## src/hdl/sdb_pkg.sv

```systemverilog
// Types, constants and helpers for the switch debouncer.
// Used by the channel interfaces, the state core and the top level.
`default_nettype none

package sdb_pkg;

  // Width and reset value of the settle period register.
  localparam int unsigned PERIOD_W     = 16;
  localparam logic [PERIOD_W-1:0] PERIOD_RESET = 16'd10;

  // Two-bit state codes as shown on the result channel.
  localparam logic [1:0] CODE_DOWN      = 2'd0;
  localparam logic [1:0] CODE_WAIT_UP   = 2'd1;
  localparam logic [1:0] CODE_UP        = 2'd2;
  localparam logic [1:0] CODE_WAIT_DOWN = 2'd3;

  // Internal one-hot state encoding.
  typedef enum logic [3:0] {
    ST_DOWN      = 4'b0001,
    ST_WAIT_UP   = 4'b0010,
    ST_UP        = 4'b0100,
    ST_WAIT_DOWN = 4'b1000
  } fsm_state_t;

  // One result beat: debounced level and state code after the tick.
  typedef struct packed {
    logic       level;
    logic [1:0] state;
  } result_t;

  // Map the one-hot state onto its external code.
  function automatic logic [1:0] state_code(input fsm_state_t st);
    logic [1:0] code;
    case (st)
      ST_DOWN:      code = CODE_DOWN;
      ST_WAIT_UP:   code = CODE_WAIT_UP;
      ST_UP:        code = CODE_UP;
      ST_WAIT_DOWN: code = CODE_WAIT_DOWN;
      default:      code = CODE_DOWN;
    endcase
    return code;
  endfunction

endpackage

`default_nettype wire

```

## src/hdl/sdb_channels.sv

```systemverilog
// Valid/ready channel interfaces of the switch debouncer: raw samples,
// debounced results and period writes. Depends on sdb_pkg.
`default_nettype none

interface sdb_sample_if;
  logic valid;
  logic ready;
  logic raw_level;

  modport source (output valid, output raw_level, input ready);
  modport sink   (input valid, input raw_level, output ready);
endinterface

interface sdb_result_if;
  logic       valid;
  logic       ready;
  logic       debounced_level;
  logic [1:0] fsm_state_out;

  modport source (output valid, output debounced_level, output fsm_state_out, input ready);
  modport sink   (input valid, input debounced_level, input fsm_state_out, output ready);
endinterface

interface sdb_cfg_if;
  logic                          valid;
  logic                          ready;
  logic [sdb_pkg::PERIOD_W-1:0]  timer_period;

  modport source (output valid, output timer_period, input ready);
  modport sink   (input valid, input timer_period, output ready);
endinterface

`default_nettype wire

```

## src/hdl/sdb_core.sv

```systemverilog
// State core of the switch debouncer: state machine, settle counter,
// pending timeout flag and debounced level. Depends on sdb_pkg.
`default_nettype none

module sdb_core (
  input  wire logic                          clk,
  input  wire logic                          rst,
  input  wire logic                          step,
  input  wire logic                          raw_level,
  input  wire logic [sdb_pkg::PERIOD_W-1:0]  period,
  output sdb_pkg::result_t                   result
);

  sdb_pkg::fsm_state_t              fsm_state;
  sdb_pkg::fsm_state_t              fsm_state_next;
  logic [sdb_pkg::PERIOD_W-1:0]     settle_counter;
  logic [sdb_pkg::PERIOD_W-1:0]     settle_counter_next;
  logic                             timeout_pending;
  logic                             timeout_pending_next;
  logic                             level_reg;
  logic                             level_reg_next;
  logic                             reload;
  logic                             timeout_level;
  logic [sdb_pkg::PERIOD_W-1:0]     count_loaded;

  // Transition and action table. A pending timeout overrides the raw level.
  always_comb begin
    reload         = 1'b0;
    timeout_level  = 1'b0;
    fsm_state_next = fsm_state;
    case (fsm_state)
      sdb_pkg::ST_DOWN: begin
        timeout_level = 1'b0;
        if (timeout_pending) begin
          reload         = 1'b1;
          fsm_state_next = sdb_pkg::ST_DOWN;
        end else if (raw_level) begin
          reload         = 1'b1;
          fsm_state_next = sdb_pkg::ST_WAIT_UP;
        end else begin
          fsm_state_next = sdb_pkg::ST_DOWN;
        end
      end
      sdb_pkg::ST_WAIT_UP: begin
        timeout_level = 1'b1;
        if (timeout_pending) begin
          reload         = 1'b1;
          fsm_state_next = sdb_pkg::ST_UP;
        end else if (raw_level) begin
          fsm_state_next = sdb_pkg::ST_WAIT_UP;
        end else begin
          reload         = 1'b1;
          fsm_state_next = sdb_pkg::ST_DOWN;
        end
      end
      sdb_pkg::ST_UP: begin
        timeout_level = 1'b1;
        if (timeout_pending) begin
          reload         = 1'b1;
          fsm_state_next = sdb_pkg::ST_UP;
        end else if (raw_level) begin
          fsm_state_next = sdb_pkg::ST_UP;
        end else begin
          reload         = 1'b1;
          fsm_state_next = sdb_pkg::ST_WAIT_DOWN;
        end
      end
      sdb_pkg::ST_WAIT_DOWN: begin
        timeout_level = 1'b0;
        if (timeout_pending) begin
          reload         = 1'b1;
          fsm_state_next = sdb_pkg::ST_DOWN;
        end else if (raw_level) begin
          fsm_state_next = sdb_pkg::ST_UP;
        end else begin
          fsm_state_next = sdb_pkg::ST_WAIT_DOWN;
        end
      end
      default: begin
        fsm_state_next = sdb_pkg::ST_DOWN;
      end
    endcase
  end

  // Reload, then count down; reaching zero arms the next timeout.
  always_comb begin
    count_loaded         = reload ? period : settle_counter;
    timeout_pending_next = (count_loaded == sdb_pkg::PERIOD_W'(1));
    if (count_loaded != '0) begin
      settle_counter_next = count_loaded - sdb_pkg::PERIOD_W'(1);
    end else begin
      settle_counter_next = count_loaded;
    end
    level_reg_next = timeout_pending ? timeout_level : level_reg;
  end

  // State registers advance once per accepted sample.
  always_ff @(posedge clk) begin
    if (rst) begin
      fsm_state       <= sdb_pkg::ST_DOWN;
      settle_counter  <= sdb_pkg::PERIOD_RESET;
      timeout_pending <= 1'b0;
      level_reg       <= 1'b0;
    end else if (step) begin
      fsm_state       <= fsm_state_next;
      settle_counter  <= settle_counter_next;
      timeout_pending <= timeout_pending_next;
      level_reg       <= level_reg_next;
    end
  end

  // The result of this tick is the state after it.
  assign result.level = level_reg_next;
  assign result.state = sdb_pkg::state_code(fsm_state_next);

endmodule

`default_nettype wire

```

## src/hdl/switch_debounce_fsm.sv

```systemverilog
// Top level of the switch debouncer: period register, state core and the
// result register with skid stage. Depends on sdb_pkg, sdb_channels, sdb_core.
//
// Usage:
//   sample carries one raw switch level per beat; each accepted beat is one
//   tick of the debouncer and gives exactly one beat on result, carrying
//   the debounced level and the state code (0 down, 1 wait-up, 2 up,
//   3 wait-down) after that tick.
//   cfg writes the settle period in ticks (zero disables timeouts); it is
//   always ready and a new period applies at the next counter reload.
//   A result is registered in the output register, or in the skid stage if
//   result stalls; a sample can be taken in every cycle while result drains.
//   The output register is backed by a one-beat skid stage, so a sample is
//   still accepted in the cycle the receiver first stalls; sample.ready
//   falls only once both stages hold a beat.
//   Synchronous reset puts the machine in the down state, level low, the
//   period and the counter at 10 ticks, and empties both result stages.
`default_nettype none

module switch_debounce_fsm (
  input  wire logic     clk,
  input  wire logic     rst,
  sdb_sample_if.sink    sample,
  sdb_result_if.source  result,
  sdb_cfg_if.sink       cfg
);

  logic [sdb_pkg::PERIOD_W-1:0]  timer_period;
  sdb_pkg::result_t              tick_result;
  sdb_pkg::result_t              out_data;
  sdb_pkg::result_t              skid_data;
  logic                          out_valid;
  logic                          skid_valid;
  logic                          accept;

  // Period register; writes are always taken.
  assign cfg.ready = 1'b1;

  always_ff @(posedge clk) begin
    if (rst) begin
      timer_period <= sdb_pkg::PERIOD_RESET;
    end else if (cfg.valid) begin
      timer_period <= cfg.timer_period;
    end
  end

  // Samples are taken whenever the skid stage is free.
  assign sample.ready = !skid_valid;
  assign accept       = sample.valid && !skid_valid;

  sdb_core u_core (
    .clk       (clk),
    .rst       (rst),
    .step      (accept),
    .raw_level (sample.raw_level),
    .period    (timer_period),
    .result    (tick_result)
  );

  // Result register and skid stage control.
  always_ff @(posedge clk) begin
    if (rst) begin
      out_valid  <= 1'b0;
      skid_valid <= 1'b0;
    end else if (result.ready || !out_valid) begin
      if (skid_valid) begin
        out_valid  <= 1'b1;
        skid_valid <= 1'b0;
      end else begin
        out_valid <= accept;
      end
    end else if (accept) begin
      skid_valid <= 1'b1;
    end
  end

  // Payload moves without reset.
  always_ff @(posedge clk) begin
    if (result.ready || !out_valid) begin
      out_data <= skid_valid ? skid_data : tick_result;
    end else if (accept) begin
      skid_data <= tick_result;
    end
  end

  assign result.valid           = out_valid;
  assign result.debounced_level = out_data.level;
  assign result.fsm_state_out   = out_data.state;

endmodule

`default_nettype wire

```

## src/flat_wrapper.sv

```systemverilog
// flat-port wrapper written by rule: the top's interface ports become plain ports
module switch_debounce_fsm_flat 
  (clk, rst, sample_valid, sample_raw_level, sample_ready, result_valid, result_debounced_level, result_fsm_state_out, result_ready, cfg_valid, cfg_timer_period, cfg_ready);
  sdb_sample_if sample_i ();
  sdb_result_if result_i ();
  sdb_cfg_if cfg_i ();
  input  wire logic clk;
  input  wire logic rst;
  input wire logic [$bits(sample_i.valid)-1:0] sample_valid;
  input wire logic [$bits(sample_i.raw_level)-1:0] sample_raw_level;
  output wire logic [$bits(sample_i.ready)-1:0] sample_ready;
  output wire logic [$bits(result_i.valid)-1:0] result_valid;
  output wire logic [$bits(result_i.debounced_level)-1:0] result_debounced_level;
  output wire logic [$bits(result_i.fsm_state_out)-1:0] result_fsm_state_out;
  input wire logic [$bits(result_i.ready)-1:0] result_ready;
  input wire logic [$bits(cfg_i.valid)-1:0] cfg_valid;
  input wire logic [$bits(cfg_i.timer_period)-1:0] cfg_timer_period;
  output wire logic [$bits(cfg_i.ready)-1:0] cfg_ready;
  assign sample_i.valid = sample_valid;
  assign sample_i.raw_level = sample_raw_level;
  assign sample_ready = sample_i.ready;
  assign result_valid = result_i.valid;
  assign result_debounced_level = result_i.debounced_level;
  assign result_fsm_state_out = result_i.fsm_state_out;
  assign result_i.ready = result_ready;
  assign cfg_i.valid = cfg_valid;
  assign cfg_i.timer_period = cfg_timer_period;
  assign cfg_ready = cfg_i.ready;
  switch_debounce_fsm u_core (.clk(clk), .rst(rst), .sample(sample_i), .result(result_i), .cfg(cfg_i));
endmodule
```

## config.mk

```make
export PLATFORM = sky130hd
export DESIGN_NAME = switch_debounce_fsm_flat
export DESIGN_NICKNAME = d
export VERILOG_FILES = /design/src/hdl/sdb_pkg.sv /design/src/hdl/sdb_channels.sv /design/src/hdl/sdb_core.sv /design/src/hdl/switch_debounce_fsm.sv /design/src/flat_wrapper.sv
export SDC_FILE = /design/constraint.sdc
export NUM_CORES = 1
export LEC_CHECK = 0
export BUFFER_PORTS_ARGS = -buffer_cell sky130_fd_sc_hd__buf_2
export CAP_MARGIN = 20
export CORE_MARGIN = 4
export CORE_UTILIZATION = 59
export CTS_CLUSTER_DIAMETER = 60
export DETAILED_ROUTE_END_ITERATION = 10
export GPL_TIMING_DRIVEN = 0
export PLACE_DENSITY = 0.84
export RECOVER_POWER = 25
export SLEW_MARGIN = 20
export SYNTH_ARGS = -nofsm -noshare
export SYNTH_HDL_FRONTEND = slang
export SYNTH_SLANG_ARGS = --single-unit
```

## constraint.sdc

```tcl
create_clock -name clk -period 3.55 [get_ports clk]
set_clock_uncertainty 0.15 [all_clocks]
set_input_delay 0.71 -clock clk [delete_from_list [all_inputs] [get_ports clk]]
set_output_delay 0.71 -clock clk [all_outputs]
set_load 0.03 [all_outputs]
```

# Yosys cells after proc, flatten, opt, wreduce, memory -nomap -nowiden
# Cells that the tools add are included.
# op_classes
n_addsub,1
n_mux,20
n_bitwise,1
n_eq_ne,8
reduce_logical,8
# op_table
cell,n
2-to-1 mux 16 bit,2
"equality test 16 x 1 -> 1 bit, second input constant",1
one-hot mux 4 bit (4 select lines),1
nonzero test 16 bit,1
"subtractor 16 x 1 -> 16 bit, second input constant",1
2-to-1 mux 4 bit,3
"equality test 4 x 2 -> 1 bit, second input constant",2
"equality test 4 x 3 -> 1 bit, second input constant",2
"equality test 4 bit, second input constant",2
2-to-1 mux 1 bit,8
2-to-1 mux 3 bit,2
one-hot mux 2 bit (3 select lines),1
"equality test 4 x 1 -> 1 bit, second input constant",1
2-to-1 mux 2 bit,2
OR reduction 2 bit,2
one-hot mux 1 bit (3 select lines),1
zero test 1 bit,2
AND reduction 2 bit,1
logical AND 1 bit,1
logical OR 1 bit,1
NOT 1 bit,1
# totals
ff_bits,46
in_bits,22

# Logic depth before layout (Yosys ltp)
# depth
ltp_word,6
ltp_mapped,14

# Cells and area by module
# Synthesis repeated with hierarchy kept, for this count alone.
# unflattened
cells_unflattened,347
area_unflattened_um2,2867.8
# modules_own_cells
module,instances,cells_per_inst,area_per_inst_um2
sdb_core,1,274,1975.6
switch_debounce_fsm,1,73,892.1

# Least setup slack after synthesis
# No wires, ideal clock.
# synth_path
kind,input -> register
start,input port sample_raw_level
end,register u_core.u_core.settle_counter[12] in the netlist's numbering
arrival_ns,2.911
path_stages,12
path_slack_ns,0.353
required_ns,3.264
n_path_buf,3
cell_sequence,and2b_1 -> o22ai_1 -> a21oi_4 -> buf_4 -> buf_2 -> mux2i_1 -> ha_1 -> clkbuf_1 -> and3_1 -> mux2i_1 -> o311ai_1 -> o211ai_1
# synth_between
elab_chain_len,6
elab_cells_between_ends,9
classes_between,add/sub: 1; mux: 7; reduce/logical: 1
# synth_lines
item,line,rtl
from (decl),flat_wrapper.sv:10,input wire logic [$bits(sample_i.raw_level)-1:0] sample_raw_level;
"2-to-1 mux 1 bit, on equally long branches","sdb_core.sv:49, sdb_core.sv:61, sdb_core.sv:37",
"2-to-1 mux 1 bit, on equally long branches","sdb_core.sv:46, sdb_core.sv:34",
one-hot mux 1 bit (3 select lines) (*),sdb_core.sv:31,case (fsm_state)
2-to-1 mux 16 bit (*),sdb_core.sv:87,count_loaded = reload ? period : settle_counter;
subtractor 16 x 1 -> 16 bit or nonzero test 16 bit (tied branches),"sdb_core.sv:90, sdb_core.sv:89",
2-to-1 mux 16 bit (*),sdb_core.sv:89,if (count_loaded != '0) begin
to (signal assigned),sdb_core.sv:101,settle_counter <= sdb_pkg::PERIOD_RESET;
to (signal assigned),sdb_core.sv:106,settle_counter <= settle_counter_next;
to (decl),sdb_core.sv:16,logic [sdb_pkg::PERIOD_W-1:0] settle_counter;
# Mark *: on every way between the ends. The rest lies on a longest branch, timed or not.
# A chain may end at the register's enable or synchronous reset.

# Worst setup path in the final report
# layout_path
start,input port sample_raw_level
end,register u_core.u_core.settle_counter[10] in the netlist's numbering
# Same word-level chain as after synthesis.

==> impl_metrics.csv <==
group,metric,value,unit
run_status,outcome,"finished clean",
grt,antenna_found_initial,0,
floorplan,die_h,77.52,um
finish,diodes,0,
timing,fmax,296.8,MHz
grt,grt_pass1_vias,2696,
logic_synthesis,synth_seq_cells,46,
setup_path,start_kind,"primary input",
setup_path,reg2reg_setup_slack,0.18,ns
hold_path,worstHoldPathType,"reg -> reg",
timing,period_needed,3.369,ns
floorplan,dieWidth,77.52,um
timing,timing.hold.ws,0.3544,ns
logic_synthesis,synth_cell_types,61,
clock_tree,clk_pin_slew_worst_paths,0.09,ns
drt,ant_nets,0,
placement,numPlacedInstances,425,
clock_tree,cts.htree.levels,2,
logic_synthesis,yosys_warnings,0,
floorplan,coreArea,4692,sq um
timing,period_share,94.90,%
timing,tns,0,ns
setup_path,r2r_cells,13,
setup_path,critPathMaxFanout,10,
logic_synthesis,syn_inst,346,
clock_tree,post_cts_buffers,0,
setup_path,end_kind,"flip-flop",
timing,hold_viol,0,
timing,drv_slew,0,
setup_path,critical_path.max_stage_delay,0.29,ns
run,max_cap_viol_count,0,
finish,post-route-util,67.49,%
power_and_ir_drop,p_comb_share,22.6,%
logic_synthesis,syn_nets,369,
grt,grt_pass1_wl,12.81,mm
finish,synthToLayoutAreaGrowth,11.06,%
logic_synthesis,syn_area,2851,sq um
drt,vias,2876,
grt,grt-ovfl-total,0,
timing,relSlewSlack,53.47,%
grt,grt_max_degree,15,
clock_tree,clock-sinks,46,
floorplan,initial_utilization,60.77,%
setup_path,path_class,"in -> reg",
floorplan,die_area,6009,sq um
power_and_ir_drop,p_int,0.8766,mW
drt,post-route-drc-count,0,
setup_path,cp.arrival,3.47,ns
setup_path,worstPathCellList,"buf_2 > and2b_1 > o22ai_1 > a21oi_4 > buf_4 > buf_2 > mux2i_2 > ha_4 > and3_1 > o211ai_1 > xor2_1 > a21o_1 > a21oi_1",
timing,rsz0062_at_grt,"false",
grt,grt_usage,26.09,%
power_and_ir_drop,power_frac_seq,46.7,%
logic_synthesis,syn_area_per_cell,8.241,sq um
drt,firstDrtPassIters,5,
clock_tree,cts_buffers,5,
power_and_ir_drop,p_leak,1.192,nW
finish,largestRegisters,"u_core.timer_period (16), u_core.u_core.settle_counter (16), u_core.u_core.fsm_state (4)",
floorplan,row_count,25,
clock_tree,cts_buffer_depth,2,
power_and_ir_drop,switchingPower,0.4049,mW
timing,setup_viol,0,
power_and_ir_drop,clkPwrFrac,30.7,%
logic_synthesis,synthArstFlopShare,0,%
placement,io_buffers,25,
logic_synthesis,ys.flop_type,"dfxtp_1",
setup_path,crit_required,3.65,ns
finish,nets,400,
setup_path,cp_slowest_cell,"mux2i_2",
logic_synthesis,synth-edff-count,6,
placement,gp_congestion,0.9676,
power_and_ir_drop,swShare,31.59,%
clock_tree,hold_buffers,0,
drt,drtIter0Drc,305,
placement,hpwl,5.491,mm
clock_tree,cts_root_buf,"clkbuf_8",
setup_path,crit_top_cell,"buf_2",
drt,drt-total-wl,7.693,mm
drt,viasPerCell,6.657,
clock_tree,cts_tree,"built",
power_and_ir_drop,powerDensity,404.7,nW/um^2
floorplan,io-pin-count,28,
power_and_ir_drop,peakVddDrop,294.7,uV
logic_synthesis,ys_seq_area_share,34.40,%
hold_path,holdPathStages,2,
timing,worst_pin_slew,0.6979,ns
finish,stdcell_count,432,
finish,layout-drive-gt1-share,15.08,%
clock_tree,insertion_delay,0.31,ns
drt,wl_per_cell,17.81,um
## layout by cell type, fill, tap and decap left out, types with 4 or more instances in the layout
master    instances
clkbuf_1         17
nand4_1           8
a31oi_1           6
a21oi_1          27
xnor2_1           4
dfxtp_1          40
mux2i_1          23
xor2_1            4
nor2b_1           4
a21o_1            4
edfxtp_1          6
buf_2            22
nand2_1          22
nand3_1          14
nor4_1            5
inv_1             6
o21ai_0          16
clkbuf_8          5
nor2_1           48
o211ai_1         10
nor3_1           14
or3_1             5
## worst max-delay path, delay by kind of cell
family / cells / cell delay (ns)
AO/OA/AOI/OAI: 5 / 0.91
multiplexers: 1 / 0.29
adder cells (fa/ha/maj): 1 / 0.24
buffers and inverters: 3 / 0.65
AND/OR/NAND/NOR: 2 / 0.49
XOR/XNOR: 1 / 0.17
## cells in the mapped netlist, drive strengths merged, types with 5 or more instances
cell type	number	area, sq um
nand2	22	82.58
o21ai	16	80.08
o211ai	10	75.07
nor3	15	86.34
nand3	14	70.07
mux2i	25	254.0
or3	5	31.28
a21oi	28	151.4
edfxtp	6	180.2
a31oi	6	37.54
buf	9	70.06
nor4	8	62.56
inv	6	22.52
nor2	49	186.4
clkbuf	13	48.80
dfxtp	40	800.8
nand4	8	50.05
## power groups by stage
| stage | clock [mW] | sequential [mW] | combinational (mW) |
|---|---|---|---|
| floorplan | 0 | 0.607 | 0.198 |
| global placement | 0 | 0.606 | 0.267 |
| detailed placement | 0 | 0.608 | 0.273 |
| CTS | 0.394 | 0.596 | 0.275 |
| global route | 0.411 | 0.603 | 0.314 |
| finish | 0.393 | 0.599 | 0.289 |
## stage by stage
step / setup WS, ns / power, mW / cell area [sq um]
2_1_floorplan: 0.3531 / 0.8050 / 2851
3_3_place_gp: -0.2779 / 0.8729 / 3044
3_5_place_dp: -0.3329 / 0.8813 / 3044
4_1_cts: 0.06332 / 1.266 / 3149
5_1_grt: 0.04629 / 1.329 / 3167
6_report: 0.1810 / 1.281 / 3167
## layout make-up
class / count / area [sq um]
Multi-Input combinational cell: 272 / 1752
Fill cell: 374 / 1525
Sequential cell: 46 / 980.9
Timing Repair Buffer: 25 / 118.9
Buffer: 21 / 116.4
Clock buffer: 5 / 68.82
Tap cell: 54 / 67.56
Clock inverter: 3 / 40.04
Inverter: 6 / 22.52
## worst paths after layout
kind                                            startpoint                                             to
max                                       sample_raw_level  u_core.u_core.settle_counter[10]$_SDFFE_PP0P_
min          u_core.u_core.settle_counter[15]$_SDFFE_PP0P_  u_core.u_core.settle_counter[15]$_SDFFE_PP0P_
max reg2reg     u_core.u_core.timeout_pending$_SDFFE_PP0P_  u_core.u_core.settle_counter[10]$_SDFFE_PP0P_
min reg2reg  u_core.u_core.settle_counter[15]$_SDFFE_PP0P_  u_core.u_core.settle_counter[15]$_SDFFE_PP0P_
## layer usage
layer  track usage, %  up-vias  routed length, um
met5                0        -                  0
met4            10.32        0                238
met3            3.596       34                674
met2            45.42      180               3648
met1            32.42     1308               3131
li1                 -     1354                  -
## cell families after synthesis
family / after synthesis / share of synthesized area [%]
adders and majority gates: 1 / 0.4387
other: 1 / 0.1315
buffers and inverters: 28 / 4.958
DFF: 46 / 34.40
and+or+nand+nor: 150 / 27.78
xor gates and xnor gates: 8 / 2.457
muxes: 26 / 9.302
AOI/OAI and AO/OA: 86 / 20.54
## repair_timing
item / CTS / global route
endpoints found under the setup margin: 3 / 6
resized for setup: 0 / 6
pin swaps: 0 / 0
(Power assumes the default switching activity.)
